`src/rtl/core/qrs_pkg.sv`:
```
// Package with widths, payload types, status codes and helpers for the quadratic root solver.
`default_nettype none
package qrs_pkg;

  localparam int COEF_W = 16;
  localparam int FRAC_W = 16;
  localparam int OUT_W  = 32;
  localparam int DISC_W = 2 * COEF_W + 1;
  localparam int SQ_N   = COEF_W + FRAC_W + 1;
  localparam int RAD_W  = 2 * SQ_N;
  localparam int REM_W  = SQ_N + 3;
  localparam int NUM_W  = SQ_N + 1;
  localparam int DEN_W  = COEF_W + 1;
  localparam int NB_W   = COEF_W + FRAC_W + 1;
  localparam int CL_W   = NUM_W + 2;

  typedef enum logic [1:0] {
    ST_OK    = 2'd0,
    ST_AZERO = 2'd1,
    ST_SAT   = 2'd2
  } status_t;

  typedef struct packed {
    logic                    a_zero;
    logic                    neg;
    logic                    a_neg;
    logic signed [NB_W-1:0]  nb;
    logic [DEN_W-1:0]        den;
  } side_t;

  typedef struct packed {
    logic [RAD_W-1:0] rad;
    logic [REM_W-1:0] rem;
    logic [SQ_N-1:0]  root;
    side_t            side;
  } sq_t;

  typedef struct packed {
    logic [NUM_W-1:0] n1;
    logic [DEN_W-1:0] r1;
    logic [NUM_W-1:0] n2;
    logic [DEN_W-1:0] r2;
    logic [DEN_W-1:0] den;
    logic             a_zero;
    logic             neg;
    logic             q1_neg;
    logic             q2_neg;
  } dv_t;

  typedef struct packed {
    logic                    sat;
    logic signed [OUT_W-1:0] val;
  } clamp_t;

  function automatic clamp_t clamp_out(input logic signed [CL_W-1:0] v);
    clamp_t r;
    logic signed [CL_W-1:0] hi;
    logic signed [CL_W-1:0] lo;
    hi = CL_W'(signed'({1'b0, {(OUT_W-1){1'b1}}}));
    lo = -hi - CL_W'(1);
    r.sat = 1'b0;
    r.val = v[OUT_W-1:0];
    if (v > hi) begin
      r.sat = 1'b1;
      r.val = hi[OUT_W-1:0];
    end else if (v < lo) begin
      r.sat = 1'b1;
      r.val = lo[OUT_W-1:0];
    end
    return r;
  endfunction

endpackage
`default_nettype wire

```
`src/rtl/core/qrs_div_cell.sv`:
```
// One restoring division cell that retires one quotient bit of both lanes per stage.
`default_nettype none
module qrs_div_cell
  import qrs_pkg::*;
(
  input  wire logic clk,
  input  wire logic rst_n,
  input  wire logic en,
  input  wire logic in_v,
  input  wire dv_t  in_d,
  output logic      out_v_r,
  output dv_t       out_d_r
);

  logic [DEN_W:0] t1;
  logic [DEN_W:0] t2;
  logic [DEN_W:0] dd;
  logic [DEN_W:0] s1;
  logic [DEN_W:0] s2;
  logic           g1;
  logic           g2;
  dv_t            d_nxt;

  always_comb begin
    dd = {1'b0, in_d.den};
    t1 = {in_d.r1, in_d.n1[NUM_W-1]};
    t2 = {in_d.r2, in_d.n2[NUM_W-1]};
    g1 = t1 >= dd;
    g2 = t2 >= dd;
    s1 = t1 - dd;
    s2 = t2 - dd;
    d_nxt    = in_d;
    d_nxt.r1 = g1 ? s1[DEN_W-1:0] : t1[DEN_W-1:0];
    d_nxt.r2 = g2 ? s2[DEN_W-1:0] : t2[DEN_W-1:0];
    d_nxt.n1 = {in_d.n1[NUM_W-2:0], g1};
    d_nxt.n2 = {in_d.n2[NUM_W-2:0], g2};
  end

  always_ff @(posedge clk) begin
    if (!rst_n) begin
      out_v_r <= 1'b0;
    end else if (en) begin
      out_v_r <= in_v;
    end
    if (en) begin
      out_d_r <= d_nxt;
    end
  end

endmodule
`default_nettype wire
```
`config.mk`:
```
export PLATFORM = sky130hd
export DESIGN_NAME = qrs_div_cell
export DESIGN_NICKNAME = d
export VERILOG_FILES = /design/src/rtl/core/qrs_pkg.sv /design/src/rtl/core/qrs_div_cell.sv
export SDC_FILE = /design/constraint.sdc
export NUM_CORES = 1
export LEC_CHECK = 0
export ABC_CLOCK_PERIOD_IN_PS = 2900
export BUFFER_PORTS_ARGS = -buffer_cell sky130_fd_sc_hd__buf_2
export CAP_MARGIN = 20
export CORE_AREA = 2 2 115 117
export DETAILED_ROUTE_END_ITERATION = 10
export DIE_AREA = 0 0 117 119
export PLACE_DENSITY = 0.86
export SETUP_SLACK_MARGIN = 0.5
export SYNTH_ARGS = -nofsm -noshare
export SYNTH_HDL_FRONTEND = slang
export SYNTH_SLANG_ARGS = --single-unit
```
`constraint.sdc`:
```
create_clock -name clk -period 2.9 [get_ports clk]
set_input_delay 0.145 -clock clk [delete_from_list [all_inputs] [get_ports clk]]
set_output_delay 0.145 -clock clk [all_outputs]
set_load 0.1 [all_outputs]
```
Word level (Yosys, flattened, before mapping):

Index checks and enable logic that the tools add are counted.

* add/subtract/negate cells: 2
* order comparisons: 2
* muxes and demuxes: 2

Operators by type and width (count)
* $ge 18x17->1: 2
* $mux 17: 2
* $sub 17x17->17: 2

* flip-flop bits (word level): 124
* bits of input ports: 127
* output and inout port bits: 124
* logic and storage cells: 16

Logic depth before layout (Yosys ltp):

Gate-level depths: netlist of run 1.

* word-level depth: 2
* depth in mapped cells: 12
* gate-level depth less buffers: 11

Worst setup path before layout of run 1:

Ideal clock, no wire load.

* kind: in2reg
* start point: input port in_d[71] (netlist name)
* end point: register out_d_r[29] (netlist name), data pin
* setup time: 260 ps
* arrival time: 2105 ps
* data required time: 2640 ps
* path slack: 535 ps
* cell stages on the path: 11
* buffers on the path: 1
* cell sequence: inv_1 -> ha_1 -> inv_1 -> fa_1 -> a21o_1 -> and2_1 -> o31a_1 -> o21ai_4 -> inv_2 -> buf_6 -> mux2_4

RTL lines
* start, declared: line qrs_div_cell.sv:10 `input wire dv_t in_d,`
* end signal, assigned: line qrs_div_cell.sv:46 `out_d_r <= d_nxt;`
* end, declared: line qrs_div_cell.sv:12 `output dv_t out_d_r`

==> flow_summary.ini, run 1 <==
[outcome]
status = finished clean

[power_and_ir_drop]
p_leak_nw = 3.86
seqPwrFrac_pct = 35.1
clkPwrFrac_pct = 28.6
power.density_nw_per_um2 = 726
ir_worst_vdd_mv = 0.448
totalPowerFinal_mw = 6.41
comb_power_share_pct = 36.3
internal_power_mw = 3.78
power.switching_mw = 2.64
switching_share_pct = 41.1

[critical_path]
crit_type = input port to flop
critPathLaunchType = input port
rr_startpoint = out_v_r
arrival_ns = 2.41
crit_fanout = 15
rrSetupSlack_ns = 2.25
required_ns = 3.05
reg2reg_to = out_v_r
r2r_cells = 2
crit_path_end_kind = flop

[floorplan]
die_w_microns = 117
start_util_pct = 46.6
core_area_sq_um = 12900
die_h_microns = 119
dieArea_sq_um = 13900
rows = 42
ioPinCount = 251

[cts]
clkTransAtPathRegs_ns = 0.05
clock_latency_ns = 0.40
cts_buffer_depth = 2
root_buffer = clkbuf_16
cts_buffers = 17
htree_levels = 4
post_cts_buffers = 0
numClockSinks = 124
cts_tree = built

[synth]
synthCells = 444
synth_nets = 607
avgSynthCellArea_sq_um = 13.5
synth_edf_count = 123
yosysWarnings = 0
synth_area_sq_um = 6010
yosys_most_used_dff = edfxtp_1
synth.distinct_cells = 61
async_reset_ff_share_pct = 0
synth_seq_area_share_pct = 61.8
synth_seq_cells = 124

[cells_and_area]
drive_gt1_share_pct = 39.3
ff_latch_area_sq_um = 3710
area_delta_synth_final_pct = 47.2
final_nets = 956
post-route-util_pct = 68.7
multi_input_area_sq_um = 2130
num-fill-cells = 907

[global_route]
grt_usage_pct = 29.5
grt_pass1_wl_mm = 30.2
antenna_found_initial = 1
grt_max_degree = 63
grt-ovfl-total = 0
grt_pass1_vias = 5477

[job]
cap_violations = 0

[detailed_routing]
wl_per_cell_microns = 21.0
vias_per_cell = 5.46
drtPass1Iterations = 5
via_count = 5357
drtIter0Drc = 507
drt_wl_total_mm = 20.6
route.antenna.remaining_nets = 0
drc_errors = 0

[place]
io_buffers = 250
dp_hpwl_mm = 13.3
gp_congestion = 0.925

[timing]
relSlewSlack_pct = 61.6
rsz0062_at_grt = false
finalSetupViolCount = 0
final_hold_viol_count = 0
skew_ns = 0
setup_tns_ns = 0
period_minus_slack_ns = 2.26
drv_slew = 0
clock.fmax_mhz = 442
finalCritPeriodShare_pct = 78.1
tightest_slew_ns = 0.580

[hold_path]
min_to = out_d_r[4]
min_path_cells = 1
holdCritStartpoint = in_d[4]
hold_path_class = input port to flop
-- worst max-delay path: stages --
cell     delay, ns
buf_2         0.17
ha_1          0.19
inv_1         0.06
fa_1          0.43
a21oi_2       0.21
o211a_1       0.24
a21oi_1       0.10
o21ai_2       0.17
and2_2        0.22
inv_2         0.15
mux2_2        0.32
-- cell usage in the layout (no fill, tap or decap), types with 3 or more instances in the layout --
cell type and n:
a211oi_1 4, a21o_1 15, a21oi_1 25, a31oi_1 3, and2_1 4, and4_1 4
buf_2 249, buf_4 4, clkbuf_16 17, clkinv_1 3, clkinv_2 3, clkinvlp_4 6
dlygate4sd3_1 87, edfxtp_1 123, ha_1 34, inv_1 25, mux2_2 17, mux2_4 4
nand2_1 34, nand3_1 13, nor2_1 16, nor2b_1 4, nor3_1 3, nor3b_1 3
o21a_1 10, o21ai_0 18, o31ai_1 6, or2_2 3, xnor2_1 16, xor2_1 3
-- cell usage after synthesis (2+ instances only) --
master / n / share of area [%]
nand3_1: 13 / 1.1
and4_1: 4 / 0.58
buf_6: 3 / 0.56
o31ai_1: 6 / 0.75
xnor2_1: 16 / 2.3
o211ai_1: 2 / 0.25
clkbuf_1: 3 / 0.19
a21o_1: 15 / 1.9
nor2b_1: 4 / 0.42
nand4_1: 2 / 0.21
xor2_1: 3 / 0.44
mux2_4: 4 / 1.0
o21bai_1: 2 / 0.25
a311oi_1: 2 / 0.29
ha_1: 34 / 7.1
nor3_1: 3 / 0.25
o31a_1: 2 / 0.29
o21ai_0: 18 / 1.5
a2111oi_0: 3 / 0.44
and2_1: 4 / 0.42
a211oi_1: 4 / 0.50
inv_1: 25 / 1.6
o21a_1: 10 / 1.2
a31oi_1: 3 / 0.31
nand2_1: 34 / 2.1
or2_2: 3 / 0.31
and3_1: 2 / 0.21
mux2_2: 17 / 3.2
nor2_1: 16 / 1.0
a21oi_1: 26 / 2.2
fa_1: 2 / 0.67
buf_2: 5 / 0.42
nor3b_1: 3 / 0.37
edfxtp_1: 123 / 61
inv_2: 2 / 0.13
-- final cells by class --
type / instances / share of cell area, %
Tap cell: 176 / 2.49
Timing Repair Buffer: 341 / 24.5
Multi-Input combinational cell: 282 / 24.1
Clock inverter: 13 / 0.906
Clock buffer: 17 / 4.81
Inverter: 27 / 1.15
Antenna cell: 1 / 0.0283
Sequential cell: 124 / 42.0
-- sequential cells by signal (all words and copies together) (netlist names) --
name and cells:
out_v_r 1, out_d_r 123
-- per-layer routing --
| layer | global-route usage [%] | part of all wire [%] | vias up |
|---|---|---|---|
| met5 | 1.57 | 0.15 | - |
| met4 | 16.0 | 5.6 | 2 |
| met3 | 8.75 | 9.0 | 72 |
| met2 | 48.9 | 48 | 327 |
| met1 | 33.9 | 37 | 2554 |
| li1 | - | - | 2402 |
-- cells by family after synthesis --
family | share of synthesized area, %
mux | 4.35
fa+ha+maj | 7.75
xor+xnor | 2.77
simple gates | 7.54
buf+inv | 2.85
flops | 61.8
compound gates | 12.9
-- what timing repair did --
item | CTS | global route
hold endpoints to repair | 87 | 0
hold buffers | 87 | 0
gates resized for setup | 0 | 3
endpoints found under the setup margin | 0 | 15
-- how the worst max path moves through the flow --
stage                   from          end  slack (ns)  depth (start not counted)
global placement     in_d[5]  out_d_r[36]        0.31                          9
CTS                  in_d[4]  out_d_r[82]        0.59                         11
global route         in_d[4]  out_d_r[82]        0.51                         11
floorplan           in_d[71]  out_d_r[29]        0.53                         11
finish               in_d[4]  out_d_r[82]        0.64                         11
detailed placement   in_d[4]  out_d_r[75]        0.17                         11
-- stage by stage --
step,hold WS [ns],setup WS (ns),instance area (sq um),cells
final,0.0498,0.635,8840,981
after global routing,0.0378,0.509,8840,980
after global placement,0.322,0.306,7450,863
after CTS,0.0176,0.586,8830,980
after detailed placement,0.323,0.172,7450,863
after floorplan,0.244,0.535,6010,444
-- power groups by stage --
stage / registers, mW / clock network (mW) / logic (mW)
final: 2.25 / 1.83 / 2.33
after global routing: 2.27 / 1.94 / 2.41
after CTS: 2.24 / 1.83 / 2.29
after detailed placement: 2.28 / 0 / 2.20
after global placement: 2.27 / 0 / 2.17
after floorplan: 3.58 / 0 / 0.463
Power figures use the tool's default switching activity.
==> inputs of run 2 (changes only) <==
Settings changed: ABC_CLOCK_PERIOD_IN_PS 2900 to 1900, CORE_AREA 2 2 115 117 to 2 2 120 122, DIE_AREA 0 0 117 119 to 0 0 122 124, PLACE_DENSITY 0.86 to 0.84.
Clock period 2.9 ns to 1.9 ns, I/O delays scaled along.
==> flow_summary.ini, run 2 (synthesis results as in run 1) <==
[outcome]
status = finished with violations
violations = setup timing

[critical_path]
cp.depth = 9
max_stage_delay_ns = 0.44
critPathSlowestCell = fa_2
critPathLaunchType = input port
rr_startpoint = out_v_r
timing.critical_path.to = out_d_r[27]
required_ns = 2.06
crit_path_end_kind = flop
rrSetupSlack_ns = 0.58
reg2reg_to = out_v_r
crit_fanout = 5
crit_path_cell_trace = buf_8, clkinvlp_4, fa_2, a21o_1, and2_4, o31a_1, o21ai_4, clkinv_2, mux2_2
startpoint = in_d[5]
crit_family = compound AO/OA/AOI/OAI gates
crit_type = input port to flop
arrival_ns = 2.15
r2r_cells = 3
crit_buf_inv = 3

[cts]
clkTransAtPathRegs_ns = 0.05
root_buffer = clkbuf_16
cts_buffers = 17
clock_latency_ns = 0.42
htree_levels = 4
cts_tree = built
numClockSinks = 124
cts_buffer_depth = 2

[floorplan]
start_util_pct = 43.8
die_w_microns = 122
dieArea_sq_um = 15100
core_area_sq_um = 13700
ioPinCount = 251
die_h_microns = 124
rows = 43

[detailed_routing]
drc_errors = 0
drtPass1Iterations = 7
drtIter0Drc = 509
wl_per_cell_microns = 21.4
drt_wl_total_mm = 23.9
route.antenna.remaining_nets = 0
via_count = 5978
vias_per_cell = 5.35

[power_and_ir_drop]
power.density_nw_per_um2 = 1020
power.switching_mw = 4.34
comb_power_share_pct = 39.2
clkPwrFrac_pct = 28.6
totalPowerFinal_mw = 10.7
seqPwrFrac_pct = 32.2
p_leak_nw = 4.64
internal_power_mw = 6.35
switching_share_pct = 40.6
ir_worst_vdd_mv = 0.602

[cells_and_area]
postLayoutCellArea_sq_um = 10500
reg_top3 = out_d_r x123, out_v_r x1
num-fill-cells = 831
final_nets = 1088
post-route-util_pct = 76.2
ff_latch_area_sq_um = 3710
multi_input_area_sq_um = 2520
area_delta_synth_final_pct = 74.0
regMostFlops = out_d_r
n_antenna_cell = 0
final_common_cell = buf_2
final_cell_mix = 244 x buf_2, 123 x edfxtp_1, 118 x buf_4
drive_gt1_share_pct = 53.3
largest_reg_flops = 123

[place]
gp_congestion = 0.897
post-place-ws_ns = -0.522
io_buffers = 250
placed_cell_area_sq_um = 8350
dp_hpwl_mm = 14.6

[timing]
finalCritPeriodShare_pct = 105
drv_slew = 0
rsz0062_at_grt = true
period_minus_slack_ns = 1.99
relSlewSlack_pct = 60.7
skew_ns = 0
tightest_slew_ns = 0.594
finalSetupViolCount = 27
clock.fmax_mhz = 503
holdWs_ns = 0.0130
final.setup.worst_slack_ns = -0.0888
final_hold_viol_count = 0

[global_route]
grt_usage_pct = 30.5
grt_pass1_wl_mm = 33.7
grt-ovfl-total = 0
grt_pass1_vias = 5999
grt_max_degree = 73
antenna_found_initial = 2

[job]
cap_violations = 0

[hold_path]
hold_path_class = input port to flop
-- run 2: cell count changes in the layout (fill, tap and decap cells not counted), sizes merged --
cell	delta
clkbuf	+3
bufinv	+1
clkinv	+3
buf	+120
inv	-1
dlygate4sd3	+8
diode	-1
-- run 2: layout make-up --
| cell class | instances | share of cell area [%] |
|---|---|---|
| multi-input cells | 282 | 24.1 |
| repair inverters | 2 | 0.132 |
| clock inverters | 14 | 1.17 |
| inverters | 27 | 1.41 |
| clock buffers | 18 | 4.11 |
| flip-flops and latches | 124 | 35.5 |
| repair buffers | 471 | 31.4 |
| well taps | 180 | 2.15 |
-- run 2: how the worst min path moves through the flow --
stage,from,depth (start not counted),to,slack (ns)
2_1_floorplan,in_d[0],0,out_d_r[0],0.19
3_3_place_gp,in_d[58],1,out_d_r[59],0.27
3_5_place_dp,in_d[116],1,out_d_r[117],0.27
4_1_cts,in_d[75],2,out_d_r[76],0.004
5_1_grt,in_d[79],2,out_d_r[80],0.01
6_report,in_d[78],2,out_d_r[79],0.01
-- run 2: repair_timing --
action	in CTS	in global routing
pin swaps	19	23
hold buffers	95	0
resized for setup	42	52
setup endpoints to repair	36	37
buffers inserted	7	11
hold endpoints to repair	94	0
gates cloned	2	2
-- run 2: metrics by stage --
step	std cells	TNS [ns]
6_report	1118	-1.13
5_1_grt	1118	-2.61
4_1_cts	1105	-0.0285
3_5_place_dp	969	-14.21
3_3_place_gp	969	-13.24
2_1_floorplan	444	-6.40
-- run 2: per-layer routing --
layer / GRT usage (%) / up-vias / routed length [microns] / share of wire [%]
li1: - / 2676 / - / -
met1: 32.6 / 2845 / 8350 / 35
met4: 17.7 / 4 / 1400 / 5.9
met2: 53.3 / 354 / 12100 / 51
met5: 0.347 / - / 27 / 0.11
met3: 9.75 / 99 / 2020 / 8.4
-- run 2: power by group through the flow --
stage | registers, mW | clock network (mW) | logic [mW]
6_report | 3.44 | 3.05 | 4.19
5_1_grt | 3.46 | 3.20 | 4.34
4_1_cts | 3.43 | 3.04 | 3.95
3_5_place_dp | 3.48 | 0 | 3.65
3_3_place_gp | 3.47 | 0 | 3.60
2_1_floorplan | 5.47 | 0 | 0.743
==> inputs of run 3 (changes only) <==
Settings changed: REMOVE_ABC_BUFFERS from default to 1.
==> flow_summary.ini, run 3 (synthesis results as in run 1) <==
[outcome]
status = finished with violations
violations = setup timing

[timing]
rsz0062_at_grt = true
clock.fmax_mhz = 523
final.setup.worst_slack_ns = -0.0129
tightest_slew_ns = 0.548
period_minus_slack_ns = 1.91
setup_tns_ns = -0.0203
relSlewSlack_pct = 63.7
drv_slew = 0
finalCritPeriodShare_pct = 101
final_hold_viol_count = 0
finalSetupViolCount = 4
skew_ns = 0

[critical_path]
max_stage_delay_ns = 0.34
required_ns = 2.13
r2r_cells = 3
crit_buf_inv = 6
critPathSlowestCell = fa_2
crit_family = compound AO/OA/AOI/OAI gates
reg2reg_to = out_v_r
crit_type = input port to flop
arrival_ns = 2.15
critPathLaunchType = input port
crit_fanout = 8
rrSetupSlack_ns = 0.73
rr_startpoint = out_v_r
crit_top_cell = buf_6
crit_path_end_kind = flop
crit_path_cell_trace = buf_6, inv_4, ha_4, inv_2, fa_2, a21o_1, and2_4, o31a_1, o21ai_4, buf_6, buf_12, buf_16, nand2_2, o31ai_4

[floorplan]
start_util_pct = 43.8
die_w_microns = 122
core_area_sq_um = 13700
ioPinCount = 251
rows = 43
die_h_microns = 124
dieArea_sq_um = 15100

[global_route]
grt_pass1_vias = 6259
grt_max_degree = 64
antenna_found_initial = 4
grt_usage_pct = 31.1
grt-ovfl-total = 0
grt_pass1_wl_mm = 34.2

[detailed_routing]
highest_layer = met5
drt_wl_total_mm = 24.8
route.antenna.remaining_nets = 0
drt-met1-wl_mm = 9.17
drtIter0Drc = 558
drtPass1Iterations = 4
wl_per_cell_microns = 21.9
vias_per_cell = 5.38
wl_met3_mm = 1.70
drc_errors = 0
wl_met2_mm = 12.6
via_count = 6087

[place]
placed_cell_area_sq_um = 8310
post-place-cells = 979
io_buffers = 250
gp_congestion = 0.873
post-place-ws_ns = -0.591
dp_hpwl_mm = 14.9

[power_and_ir_drop]
p_leak_nw = 4.78
ir_worst_vdd_mv = 0.532
power.density_nw_per_um2 = 1020

[cells_and_area]
post-route-util_pct = 78.4
drive_gt1_share_pct = 55.6
largest_reg_flops = 123
reg_top3 = out_d_r x123, out_v_r x1
ff_latch_area_sq_um = 3710
regMostFlops = out_d_r
postLayoutCellArea_sq_um = 10800
instances_no_fill = 1131
area_delta_synth_final_pct = 79.1
final_cell_mix = 244 x buf_2, 126 x buf_4, 123 x edfxtp_1
final_common_cell = buf_2
n_antenna_cell = 0
final_nets = 1102
num-fill-cells = 766
multi_input_area_sq_um = 2690

[hold_path]
min_path_cells = 2
holdCritStartpoint = in_d[82]
hold_path_class = input port to flop
min_to = out_d_r[83]

[cts]
htree_levels = 4
clock_latency_ns = 0.40
cts_tree = built
root_buffer = clkbuf_16
cts_buffers = 17
numClockSinks = 124
clkTransAtPathRegs_ns = 0.06
cts_buffer_depth = 2

[job]
cap_violations = 0
==> run 3: power by group <==
part / internal, mW / total, mW / switching [mW] / leakage, nW
registers: 3.35 / 3.44 / 0.0934 / 1.21
clock network: 1.92 / 3.16 / 1.24 / 0.272
logic: 1.30 / 4.36 / 3.06 / 3.29
==> run 3: how the worst max path moves through the flow <==
stage	cells after the start	endpoint	from
2_1_floorplan	10	out_d_r[29]	in_d[71]
3_3_place_gp	9	out_d_r[34]	in_d[5]
3_5_place_dp	11	out_d_r[86]	in_d[4]
4_1_cts	12	out_d_r[86]	in_d[122]
5_1_grt	12	out_d_r[88]	in_d[122]
6_report	14	out_d_r[24]	in_d[71]
==> run 3: layer usage <==
layer / global-route usage [%] / vias to the layer above
li1: - / 2696
met4: 17.5 / 8
met5: 0 / -
met1: 33.8 / 2983
met3: 8.97 / 87
met2: 54.7 / 313
==> run 3: layout make-up <==
type	instances	share of cell area (%)
Sequential cell	124	34.5
Timing Repair Buffer	486	31.8
Multi-Input combinational cell	282	25.0
Clock buffer	17	3.95
Tap cell	180	2.09
Clock inverter	14	1.35
Inverter	27	1.17
Timing Repair inverter	1	0.105
==> run 3: timing repair <==
action                     4_1_cts  5_1_grt
gates resized for setup         87       63
gates cloned                     3        0
hold buffers                    98        0
buffers inserted                10       10
pin swaps                       24       21
hold endpoints to repair        97        0
setup endpoints to repair       36       36
==> run 3: per-stage QoR <==
step / hold WS (ns) / total power, mW
final: 0.0196 / 11.0
after floorplan: 0.194 / 6.16
after CTS: 0.000754 / 10.6
after global routing: 0.00569 / 11.3
after detailed placement: 0.274 / 7.11
after global placement: 0.271 / 7.06
