### src/rtl/core/qrs_pkg.sv
// Package with widths, payload types, status codes and helpers for the quadratic root solver.
`default_nettype none
package qrs_pkg;

  localparam int COEF_W = 16;
  localparam int FRAC_W = 16;
  localparam int OUT_W  = 32;
  localparam int DISC_W = 2 * COEF_W + 1;
  localparam int SQ_N   = COEF_W + FRAC_W + 1;
  localparam int RAD_W  = 2 * SQ_N;
  localparam int REM_W  = SQ_N + 3;
  localparam int NUM_W  = SQ_N + 1;
  localparam int DEN_W  = COEF_W + 1;
  localparam int NB_W   = COEF_W + FRAC_W + 1;
  localparam int CL_W   = NUM_W + 2;

  typedef enum logic [1:0] {
    ST_OK    = 2'd0,
    ST_AZERO = 2'd1,
    ST_SAT   = 2'd2
  } status_t;

  typedef struct packed {
    logic                    a_zero;
    logic                    neg;
    logic                    a_neg;
    logic signed [NB_W-1:0]  nb;
    logic [DEN_W-1:0]        den;
  } side_t;

  typedef struct packed {
    logic [RAD_W-1:0] rad;
    logic [REM_W-1:0] rem;
    logic [SQ_N-1:0]  root;
    side_t            side;
  } sq_t;

  typedef struct packed {
    logic [NUM_W-1:0] n1;
    logic [DEN_W-1:0] r1;
    logic [NUM_W-1:0] n2;
    logic [DEN_W-1:0] r2;
    logic [DEN_W-1:0] den;
    logic             a_zero;
    logic             neg;
    logic             q1_neg;
    logic             q2_neg;
  } dv_t;

  typedef struct packed {
    logic                    sat;
    logic signed [OUT_W-1:0] val;
  } clamp_t;

  function automatic clamp_t clamp_out(input logic signed [CL_W-1:0] v);
    clamp_t r;
    logic signed [CL_W-1:0] hi;
    logic signed [CL_W-1:0] lo;
    hi = CL_W'(signed'({1'b0, {(OUT_W-1){1'b1}}}));
    lo = -hi - CL_W'(1);
    r.sat = 1'b0;
    r.val = v[OUT_W-1:0];
    if (v > hi) begin
      r.sat = 1'b1;
      r.val = hi[OUT_W-1:0];
    end else if (v < lo) begin
      r.sat = 1'b1;
      r.val = lo[OUT_W-1:0];
    end
    return r;
  endfunction

endpackage
`default_nettype wire

### src/rtl/core/qrs_sqrt_cell.sv
// One digit-by-digit square root cell that retires one root bit per stage.
`default_nettype none
module qrs_sqrt_cell
  import qrs_pkg::*;
(
  input  wire logic clk,
  input  wire logic rst_n,
  input  wire logic en,
  input  wire logic in_v,
  input  wire sq_t  in_d,
  output logic      out_v_r,
  output sq_t       out_d_r
);

  logic [REM_W-1:0] rem_sh;
  logic [REM_W-1:0] trial;
  logic             ge;
  sq_t              d_nxt;

  always_comb begin
    rem_sh = {in_d.rem[REM_W-3:0], in_d.rad[RAD_W-1 -: 2]};
    trial  = REM_W'({in_d.root, 2'b01});
    ge     = rem_sh >= trial;
    d_nxt      = in_d;
    d_nxt.rad  = {in_d.rad[RAD_W-3:0], 2'b00};
    d_nxt.rem  = ge ? rem_sh - trial : rem_sh;
    d_nxt.root = {in_d.root[SQ_N-2:0], ge};
  end

  always_ff @(posedge clk) begin
    if (!rst_n) begin
      out_v_r <= 1'b0;
    end else if (en) begin
      out_v_r <= in_v;
    end
    if (en) begin
      out_d_r <= d_nxt;
    end
  end

endmodule
`default_nettype wire

### config.mk
export PLATFORM = sky130hd
export DESIGN_NAME = qrs_sqrt_cell
export DESIGN_NICKNAME = d
export VERILOG_FILES = /design/src/rtl/core/qrs_pkg.sv /design/src/rtl/core/qrs_sqrt_cell.sv
export SDC_FILE = /design/constraint.sdc
export NUM_CORES = 1
export LEC_CHECK = 0
export BUFFER_PORTS_ARGS = -buffer_cell sky130_fd_sc_hd__buf_4
export CORE_AREA = 2 2 186 188
export DETAILED_ROUTE_END_ITERATION = 7
export DIE_AREA = 0 0 188 190
export GPL_TIMING_DRIVEN = 0
export SKIP_LAST_GASP = 1
export SLEW_MARGIN = 20
export SYNTH_ARGS = -nofsm -noshare
export SYNTH_HDL_FRONTEND = slang
export SYNTH_SLANG_ARGS = --single-unit
### constraint.sdc
create_clock -name clk -period 8.1 [get_ports clk]
set_input_delay 1.62 -clock clk [delete_from_list [all_inputs] [get_ports clk]]
set_output_delay 1.62 -clock clk [all_outputs]
set_load 0.01 [all_outputs]
# Word level (Yosys, flattened, before mapping)

Cells that the tools add are included.

Flip-flop bits (word level): 187
Latch bits: 0
Memory bits (writable): 0
ROM bits: 0
Bits of input ports: 192
Output and inout bits: 189
Memories: 0

$add $sub $neg: 1
Multipliers: 0
Divide/modulo/power cells: 0
Magnitude comparators: 1
Equality and inequality tests: 0
Shifts and indexed selects: 0
Multiplexer cells: 1
Bitwise gates (word level): 0
Reductions and logical operators: 0

Operators by type and width:

| operator         | number |
|---|---|
| $ge A36 B35 Y1   | 1 |
| $mux W36         | 1 |
| $sub A36 B35 Y36 | 1 |

# Longest topological paths before layout

Gate-level depths: netlist of run 1.

Depth in word-level cells: 2
Depth in mapped cells: 13
Depth with buffers taken out: 11

# Worst setup path before layout of run 1

OpenSTA, ideal clock, no wires.

Path type: input port to flip-flop
From: input in_d[54] in the netlist's numbering
To: register out_d_r[100] in the netlist's numbering (data pin)
Setup time: 0.260 ns
Arrival time: 4.050 ns
Setup slack: 3.790 ns
Stages on the path: 12
Buffers on the path: 1
Cells stage by stage: inv_1 > ha_1 > o21a_2 > o311ai_2 > a32oi_2 > a41oi_4 > o211a_4 > o31a_4 > o211a_4 > inv_8 > buf_12 > mux2_4

RTL lines:

| what                 | RTL line            | text |
|---|---|---|
| start, declared      | qrs_sqrt_cell.sv:10 | `input wire sq_t in_d,` |
| end signal, assigned | qrs_sqrt_cell.sv:37 | `out_d_r <= d_nxt;` |
| end, declared        | qrs_sqrt_cell.sv:12 | `output sq_t out_d_r` |

==> results.yml, run 1 <==
timing:
  period_minus_slack_ps: 4310
  finalSetupViolations: 0
  final.setup.tns_ps: 0
  fin_hold_ws_ps: 543
  drv_slew: 0
  grt_setup_unrepaired: "no"
  fin_crit_sh_pct: 53.2
  fmax_ghz: 0.232
  maxSlewHeadroom_pct: 56.5
  worstMarginPinSlew_ps: 648
  clock-skew-final_ps: 0
  finalHoldViolCount: 0
routing:
  firstDrtPassIters: 4
  num_vias: 5953
  first_iter_violations: 231
  drc_errors: 0
  antenna_left: 0
  vias_per_cell: 4.23
  wl_per_cell_microns: 18.4
  wl_microns: 25900
clocking:
  clkSinkCount: 187
  numCtsBuffers: 17
  cts_tree: "done"
  clock_latency_ps: 450
  post-cts-setup-buffers: 0
  path_clk_slew_ps: 70
  postCtsHoldBufs: 0
  cts_root_buffer: "clkbuf_16"
  clockBufferDepth: 2
  cts.repair.resized: 0
  cts-htree-levels: 4
worst_setup_path:
  cp-start-kind: "primary input"
  crit_path_max_incr_delay_ps: 360
  reg2reg_from: "out_v_r"
  crit_path_top_delay_cell: "a32oi_2"
  required_ps: 8290
  r2r-end: "out_v_r"
  crit_type: "in2reg"
  end_kind: "flip-flop"
  reg2regPathDepth: 2
  r2r_slack_ps: 7490
  cp_cell_sequence: "buf_4 -> inv_1 -> ha_1 -> o21a_2 -> o311ai_2 -> a32oi_2 -> a41oi_4 -> o211a_4 -> o31a_4 -> o211a_4 -> inv_8 -> buf_12 -> mux2_4"
  worstPathArrival_ps: 4500
  crit_fanout: 10
  worst_path_most_repeated_cell: "o211a_4"
min_path:
  hold_path_class: "reg2reg"
  hp-start: "out_v_r"
  hold_path_end: "out_v_r"
  worstHoldPathCells: 2
cells_and_area:
  area_growth_pct: 48.9
  regArea_sq_um: 5610
  fin_util_pct: 36.3
  fin_nets: 1163
  fill_cells: 3327
  multi_input_area_sq_um: 2380
  drive_above_1_share_pct: 49.5
place:
  io_buffer_count: 376
  place_congestion: 0.751
  dp_hpwl_microns: 20400
pwr:
  p_seq_share_pct: 46.2
  switchingPower_mw: 0.682
  ir_drop_mv: 0.146
  p_leak_nw: 5.34
  power_per_cell_area_nw_per_um2: 211
  pwr-share-comb_pct: 21.1
  clockPowerShare_pct: 32.7
  internal_power_mw: 1.91
  netSwitchingFraction_pct: 26.3
floorplanning:
  die-area_sq_um: 35700
  ios: 381
  die_w_microns: 188
  die_y_microns: 190
  core_area_sq_um: 33900
  num_rows: 68
  start_util_pct: 24.4
yosys:
  syn_area_sq_um: 8280
  yosysSeqAreaShare_pct: 67.7
  yosys_warnings: 0
  synth-seq-cells: 187
  yosysUniqueCellTypes: 65
  ys_async_sr_fraction_pct: 0
  synth_edf_count: 186
  ys.flop_type: "edfxtp_1"
  postSynthAreaPerCell_sq_um: 15.4
  syn_inst: 538
flow_run:
  drv_cap: 0
global_route:
  grt.total_usage_pct: 14.1
  overflow: 0
  grt_pass1_vias: 5974
  grt_pass1_wl_microns: 37000
  antenna_found_initial: 7
  grt_max_degree: 91
outcome:
  status: "completed"
cells in the mapped netlist, types with 2 or more instances:
cell        n  area, sq um
a21o_1      9         67.6
a21oi_1    30          150
and2_1      3         18.8
and3_1      3         18.8
and3_2      3         22.5
and4_1      2         17.5
buf_12      3         60.1
buf_2       2         10.0
buf_4       3         22.5
clkbuf_1    2         7.51
edfxtp_1  186         5590
ha_1       35          438
inv_1      47          176
mux2_2      5         56.3
mux2_4     26          390
mux2i_1     4         40.0
nand2_1    27          101
nand3_1     9         45.0
nand4_1     7         43.8
nor2_1     15         56.3
nor2b_1     3         18.8
nor3_1      7         35.0
nor3b_1     2         15.0
nor4_1      2         12.5
o211a_4     2         35.0
o211ai_1    5         37.5
o21a_1      6         45.0
o21ai_0    18         90.1
o21bai_1    4         30.0
o41ai_1     2         17.5
or2_2       3         18.8
xnor2_1    18          158
xor2_1     13          114
worst max-delay path: cells and delay by family:
family	cells	cell delay, ps
buffers and inverters	4	410
adder cells (fa/ha/maj)	1	350
AO/OA/AOI/OAI	7	1790
multiplexers	1	310
per-layer routing:
layer | share of wire (%) | global-route usage, % | wire [microns]
met3 | 8.6 | 6.03 | 2240
met1 | 38 | 15.3 | 9840
met5 | 0.22 | 0 | 57
met2 | 52 | 25.2 | 13500
met4 | 1.2 | 3.97 | 315
sequential cells by signal, indices dropped and copies added, names as in the netlist:
register / flops
out_v_r: 1
out_d_r: 186
placed cells by master, fill, tap and decap left out, types with 17 or more instances in the layout:
cell type  netlist  routed
clkbuf_16        0      17
inv_1           47      47
edfxtp_1       186     186
nand2_1         27      27
buf_4            3     378
o21ai_0         18      18
a21oi_1         30      30
xnor2_1         18      18
mux2_4          26      26
ha_1            35      35
worst max-delay path by stage:
stage               startpoint  cells past startpoint      endpoint
global route          in_d[59]                     11  out_d_r[109]
global placement      in_d[59]                     11  out_d_r[109]
CTS                   in_d[59]                     11  out_d_r[109]
finish                in_d[54]                     13  out_d_r[115]
floorplan             in_d[54]                     12  out_d_r[100]
detailed placement    in_d[59]                     11  out_d_r[109]
through the flow:
stage               area (sq um)  power [mW]  setup WS [ps]  instances
global placement           11700        1.77           3210       1370
CTS                        12300        2.64           3690       1404
detailed placement         11700        1.78           3200       1372
global route               12300        2.72           3540       1404
finish                     12300        2.60           3790       1406
floorplan                   8290        1.48           3790        539
power groups by stage:
stage | logic (mW) | clock network, mW | registers, mW
floorplan | 0.208 | 0 | 1.27
global placement | 0.547 | 0 | 1.22
detailed placement | 0.557 | 0 | 1.22
CTS | 0.559 | 0.882 | 1.20
global route | 0.591 | 0.919 | 1.21
finish | 0.547 | 0.850 | 1.20
layout make-up:
class                           count  area share [%]
Sequential cell                   187            45.4
Buffer                             11           0.903
Multi-Input combinational cell    293            19.3
Clock inverter                     12            1.05
Inverter                           48            1.52
Tap cell                          455            4.62
Clock buffer                       20            3.70
Antenna cell                        2          0.0406
Timing Repair Buffer              378            23.4
kinds of logic after synthesis:
kind of cell / after synthesis / share of synthesized area (%)
AO/OA/AOI/OAI: 99 / 8.65
XOR/XNOR: 31 / 3.28
adder cells (fa/ha/maj): 35 / 5.29
other: 1 / 0.0453
multiplexers: 35 / 5.88
flip-flops: 187 / 67.7
buffers and inverters: 59 / 3.61
AND/OR/NAND/NOR: 91 / 5.59
Note: power is estimated with default switching activity, not from simulation.
==> run 2, diff against run 1 <==
clock period = 3.5 ns   (was 8.1 ns; I/O delays follow)
==> run 2 against run 1 <==
Compared with the run above:
- die area did not move
- global-route usage did not move
- clock skew did not move
- setup slack got worse by 3600 ps
- sequential share of layout area fell by 0.060 points
- non-clock buffer count rose by 1
- count of clock-buffer cells in the layout did not move
==> results.yml, run 2 (synthesis gave the netlist of run 1 again) <==
clocking:
  numCtsBuffers: 17
  cts_tree: "done"
  clockBufferDepth: 2
  clkSinkCount: 187
  cts-htree-levels: 4
  clock_latency_ps: 450
  path_clk_slew_ps: 80
  cts_root_buffer: "clkbuf_16"
  postCtsHoldBufs: 0
routing:
  num_vias: 5968
  first_iter_violations: 299
  firstDrtPassIters: 4
  antenna_left: 0
  drc_errors: 0
  wl_per_cell_microns: 18.5
  vias_per_cell: 4.24
  wl_microns: 26000
cells_and_area:
  drive_above_1_share_pct: 49.6
  fin_nets: 1164
  area_growth_pct: 49.1
  mostFrequentLayoutCell: "buf_4"
  largest_register_ffs: 186
  top_regs: "out_d_r (186), out_v_r (1)"
  layout_common_cells: "379 x buf_4, 186 x edfxtp_1, 47 x inv_1, 35 x ha_1, 30 x a21oi_1"
  regMostFlops: "out_d_r"
  fill_cells: 3326
  fin_cells: 1407
global_route:
  antenna_found_initial: 7
  overflow: 0
  grt_pass1_wl_microns: 37000
  grt.total_usage_pct: 14.1
  grt_pass1_vias: 5974
  grt_max_degree: 91
floorplanning:
  num_rows: 68
  start_util_pct: 24.4
  die_w_microns: 188
  core_area_sq_um: 33900
  die-area_sq_um: 35700
  ios: 381
  die_y_microns: 190
worst_setup_path:
  crit_type: "in2reg"
  worstPathArrival_ps: 3550
  crit_fanout: 10
  r2r_slack_ps: 2890
  r2r-end: "out_v_r"
  reg2reg_from: "out_v_r"
  cp-start-kind: "primary input"
  reg2regPathDepth: 2
  required_ps: 3690
  end_kind: "flip-flop"
place:
  dp_hpwl_microns: 20400
  place_congestion: 0.751
  place_inst: 1372
  io_buffer_count: 376
  place_ws_ps: -477
timing:
  worstMarginPinSlew_ps: 722
  grt_setup_unrepaired: "no"
  finalSetupViolations: 0
  final.setup.worst_slack_ps: 144
  period_minus_slack_ps: 3360
  fin_crit_sh_pct: 95.9
  clock-skew-final_ps: 0
  fmax_ghz: 0.298
  drv_slew: 0
  finalHoldViolCount: 0
  maxSlewHeadroom_pct: 51.9
pwr:
  ir_drop_mv: 0.338
  p_leak_nw: 5.34
  p_total_mw: 6.02
  power_per_cell_area_nw_per_um2: 487
min_path:
  hp-start: "in_d[35]"
  worstHoldPathCells: 1
  hold_path_class: "in2reg"
  hold_path_end: "out_d_r[35]"
outcome:
  status: "completed"
flow_run:
  drv_cap: 0
-- run 2: cell types whose count changed in the layout (fill, tap and decap cells not counted) --
cell and change:
o21ai_0 -1, o31ai_4 +1, o31ai_2 -1, o21ai_1 +1, buf_4 +1
-- run 2: cell type report --
type | count | area (sq um) | area share [%]
timing repair buffer | 379 | 2890 | 23.4
clock buffer | 20 | 457 | 3.70
multi-input combinational | 293 | 2390 | 19.4
inverter | 48 | 188 | 1.52
antenna | 2 | 5.00 | 0.0405
clock inverter | 12 | 130 | 1.05
tap | 455 | 569 | 4.61
buffer | 11 | 111 | 0.902
sequential | 187 | 5610 | 45.4
-- run 2: metrics by stage --
step / util (%) / hold slack, ps / TNS [ps] / area [sq um]
CTS: 36.3 / 391 / 0 / 12300
global placement: 34.4 / 507 / -12450 / 11700
finish: 36.4 / 421 / 0 / 12400
detailed placement: 34.6 / 538 / -11700 / 11700
floorplan: - / 538 / 0 / 8290
global route: 36.4 / 392 / 0 / 12300
-- run 2: how the worst max path moves through the flow --
stage	start	end	slack (ps)	depth (start not counted)
2_1_floorplan	in_d[54]	out_d_r[100]	110	12
3_3_place_gp	in_d[59]	out_d_r[109]	-470	11
3_5_place_dp	in_d[59]	out_d_r[109]	-480	11
4_1_cts	in_d[59]	out_d_r[109]	10	11
5_1_grt	in_d[54]	out_d_r[115]	30	13
6_report	in_d[54]	out_d_r[115]	140	13
-- run 2: worst max-delay path, stage by stage --
cell and delay, ps:
buf_4 100, inv_1 40, ha_1 350, o21a_2 160, o311ai_2 130, a32oi_2 340
a41oi_4 220, o211a_4 340, o31a_4 300, o211a_4 270, inv_8 110, buf_12 160
mux2_4 310
-- run 2: power by group --
group          switching (mW)  leakage (nW)  total [mW]  internal (mW)
sequential             0.0598          1.83        2.78           2.72
combinational           0.598          3.23        1.27          0.676
clock                   0.926         0.283        1.97           1.04
-- run 2: per-layer routing --
metal / vias up / part of all wire [%] / track usage (%)
li1: 2820 / - / -
met2: 218 / 52 / 25.2
met1: 2891 / 38 / 15.3
met4: 10 / 1.2 / 3.97
met5: - / 0.22 / 0
met3: 29 / 8.6 / 6.03
-- run 2: repair_timing --
item / in CTS / in global routing
setup buffers: 0 / 1
resized for setup: 0 / 2
endpoints found under the setup margin: 0 / 7
endpoints found under the hold margin: 0 / 0
==> run 3, diff against run 2 <==
REMOVE_ABC_BUFFERS = 1   (was not set)
clock period = 2.8 ns   (was 3.5 ns; I/O delays follow)
==> run 3 against run 2 <==
Compared with the run above:
- the flow now finishes with violations (setup timing)
- setup slack lost 290 ps
- via count is 1.6% higher
- cell area is 3.5% higher
- register-to-register slack worse by 720 ps
- combinational power is 36% higher
- clock power is 29% higher
- die area unchanged
- count of clock-buffer cells in the layout shrank 2
- utilization rose by 1.3 points
- routed wire length grew 3.5%
- critical path type unchanged
- highest routed layer unchanged
==> results.yml, run 3 (synthesis gave the netlist of run 1 again) <==
worst_setup_path:
  r2r_slack_ps: 2170
  crit_type: "in2reg"
  crit_buf_inv: 4
  end_kind: "flip-flop"
  crit_path_max_incr_delay_ps: 310
  cp_top_family: "compound AO/OA/AOI/OAI gates"
  worstPathArrival_ps: 3140
  cp_cell_sequence: "buf_8 -> inv_4 -> ha_4 -> and2b_2 -> o311ai_4 -> a32oi_2 -> a41oi_4 -> o211a_4 -> o31a_4 -> o211a_4 -> buf_12 -> inv_16 -> mux2_4"
  crit_fanout: 5
  required_ps: 3000
  cp-start-kind: "primary input"
  r2r-end: "out_v_r"
  reg2reg_from: "out_v_r"
  worst_path_most_repeated_cell: "o211a_4"
  crit_path_top_delay_cell: "o211a_4"
  reg2regPathDepth: 2
global_route:
  overflow: 0
  grt_max_degree: 97
  grt.total_usage_pct: 14.7
  grt_pass1_wl_microns: 38400
  grt_pass1_vias: 6249
  antenna_found_initial: 5
timing:
  clock-skew-final_ps: 0
  worstMarginPinSlew_ps: 775
  fmax_ghz: 0.339
  finalSetupViolations: 32
  grt_setup_unrepaired: "yes"
  fin_crit_sh_pct: 105
  maxSlewHeadroom_pct: 48.3
  final.setup.worst_slack_ps: -146
  finalHoldViolCount: 0
  period_minus_slack_ps: 2950
  drv_slew: 0
routing:
  wl_microns: 27000
  vias_per_cell: 4.27
  wl_per_cell_microns: 19.0
  num_vias: 6062
  first_iter_violations: 288
  antenna_left: 0
  drc_errors: 0
  firstDrtPassIters: 5
floorplanning:
  start_util_pct: 24.4
  die-area_sq_um: 35700
  die_y_microns: 190
  num_rows: 68
  core_area_sq_um: 33900
  die_w_microns: 188
  ios: 381
pwr:
  ir_drop_mv: 0.431
  internal_power_mw: 5.61
  power_per_cell_area_nw_per_um2: 605
  pwr-share-comb_pct: 22.3
  p_total_mw: 7.73
  p_leak_nw: 5.48
  switchingPower_mw: 2.12
  netSwitchingFraction_pct: 27.5
  clockPowerShare_pct: 32.8
  p_seq_share_pct: 44.9
cells_and_area:
  layout_common_cells: "384 x buf_4, 186 x edfxtp_1, 42 x inv_1, 31 x mux2_4, 30 x a21oi_1"
  drive_above_1_share_pct: 53.0
  area_growth_pct: 54.2
  fin_cells: 1420
  fin_util_pct: 37.6
  largest_register_ffs: 186
  mostFrequentLayoutCell: "buf_4"
  fin_area_sq_um: 12800
  regMostFlops: "out_d_r"
  fin_nets: 1178
  top_regs: "out_d_r (186), out_v_r (1)"
place:
  io_buffer_count: 376
  dp_hpwl_microns: 19800
  placed_area_sq_um: 11600
  place_ws_ps: -1080
  place_congestion: 0.755
  place_inst: 1360
outcome:
  status: "finished, violations left"
  failed_checks: "setup timing"
clocking:
  numCtsBuffers: 17
  cts_tree: "done"
  cts_root_buffer: "clkbuf_16"
  path_clk_slew_ps: 80
  cts-htree-levels: 4
  clock_latency_ps: 460
  clockBufferDepth: 2
  clkSinkCount: 187
min_path:
  worstHoldPathCells: 1
  hp-start: "in_d[184]"
  hold_path_end: "out_d_r[186]"
  hold_path_class: "in2reg"
flow_run:
  drv_cap: 0
[run 3: cell type report]
| class | count | area (sq um) |
|---|---|---|
| fill | 3276 | 21200 |
| sequential | 187 | 5610 |
| timing repair buffer | 400 | 3140 |
| multi-input combinational | 293 | 2600 |
| tap | 455 | 569 |
| clock buffer | 18 | 429 |
| inverter | 48 | 201 |
| clock inverter | 14 | 178 |
| timing repair inverter | 4 | 55.1 |
| antenna | 1 | 2.50 |
[run 3: power groups by stage]
stage / clock [mW] / sequential (mW) / combinational, mW
6_report: 2.54 / 3.47 / 1.73
5_1_grt: 2.70 / 3.50 / 1.85
4_1_cts: 2.63 / 3.47 / 1.73
3_5_place_dp: 0 / 3.53 / 1.57
3_3_place_gp: 0 / 3.53 / 1.56
2_1_floorplan: 0 / 3.67 / 0.576
[run 3: how the worst max path moves through the flow]
stage,start,slack [ps],to,cells after the start
floorplan,in_d[54],-510,out_d_r[88],11
global placement,in_d[54],-1090,out_d_r[91],12
detailed placement,in_d[55],-1080,out_d_r[91],12
CTS,in_d[53],-240,out_d_r[113],13
global route,in_d[70],-210,out_d_r[100],13
finish,in_d[53],-150,out_d_r[115],13
[run 3: stage by stage]
stage | setup TNS [ps] | hold WS [ps]
after floorplan | -15710 | 538
after global placement | -36950 | 507
after detailed placement | -36760 | 540
after CTS | -6360 | 240
after global routing | -5640 | 242
final | -3560 | 268
[run 3: what timing repair did]
| item | CTS | global route |
|---|---|---|
| buffers inserted | 22 | 1 |
| gates cloned | 4 | 0 |
| gates resized for setup | 54 | 15 |
| pin swaps | 12 | 8 |
| setup endpoints to repair | 37 | 37 |
| hold buffers | 0 | 0 |
| endpoints found under the hold margin | 0 | 0 |
[run 3: layer usage]
metal	GRT usage [%]	wire length (microns)	vias to the layer above
met5	0	42	-
li1	-	-	2849
met4	3.73	221	8
met3	6.22	2180	20
met1	15.9	10400	2961
met2	26.5	14100	224
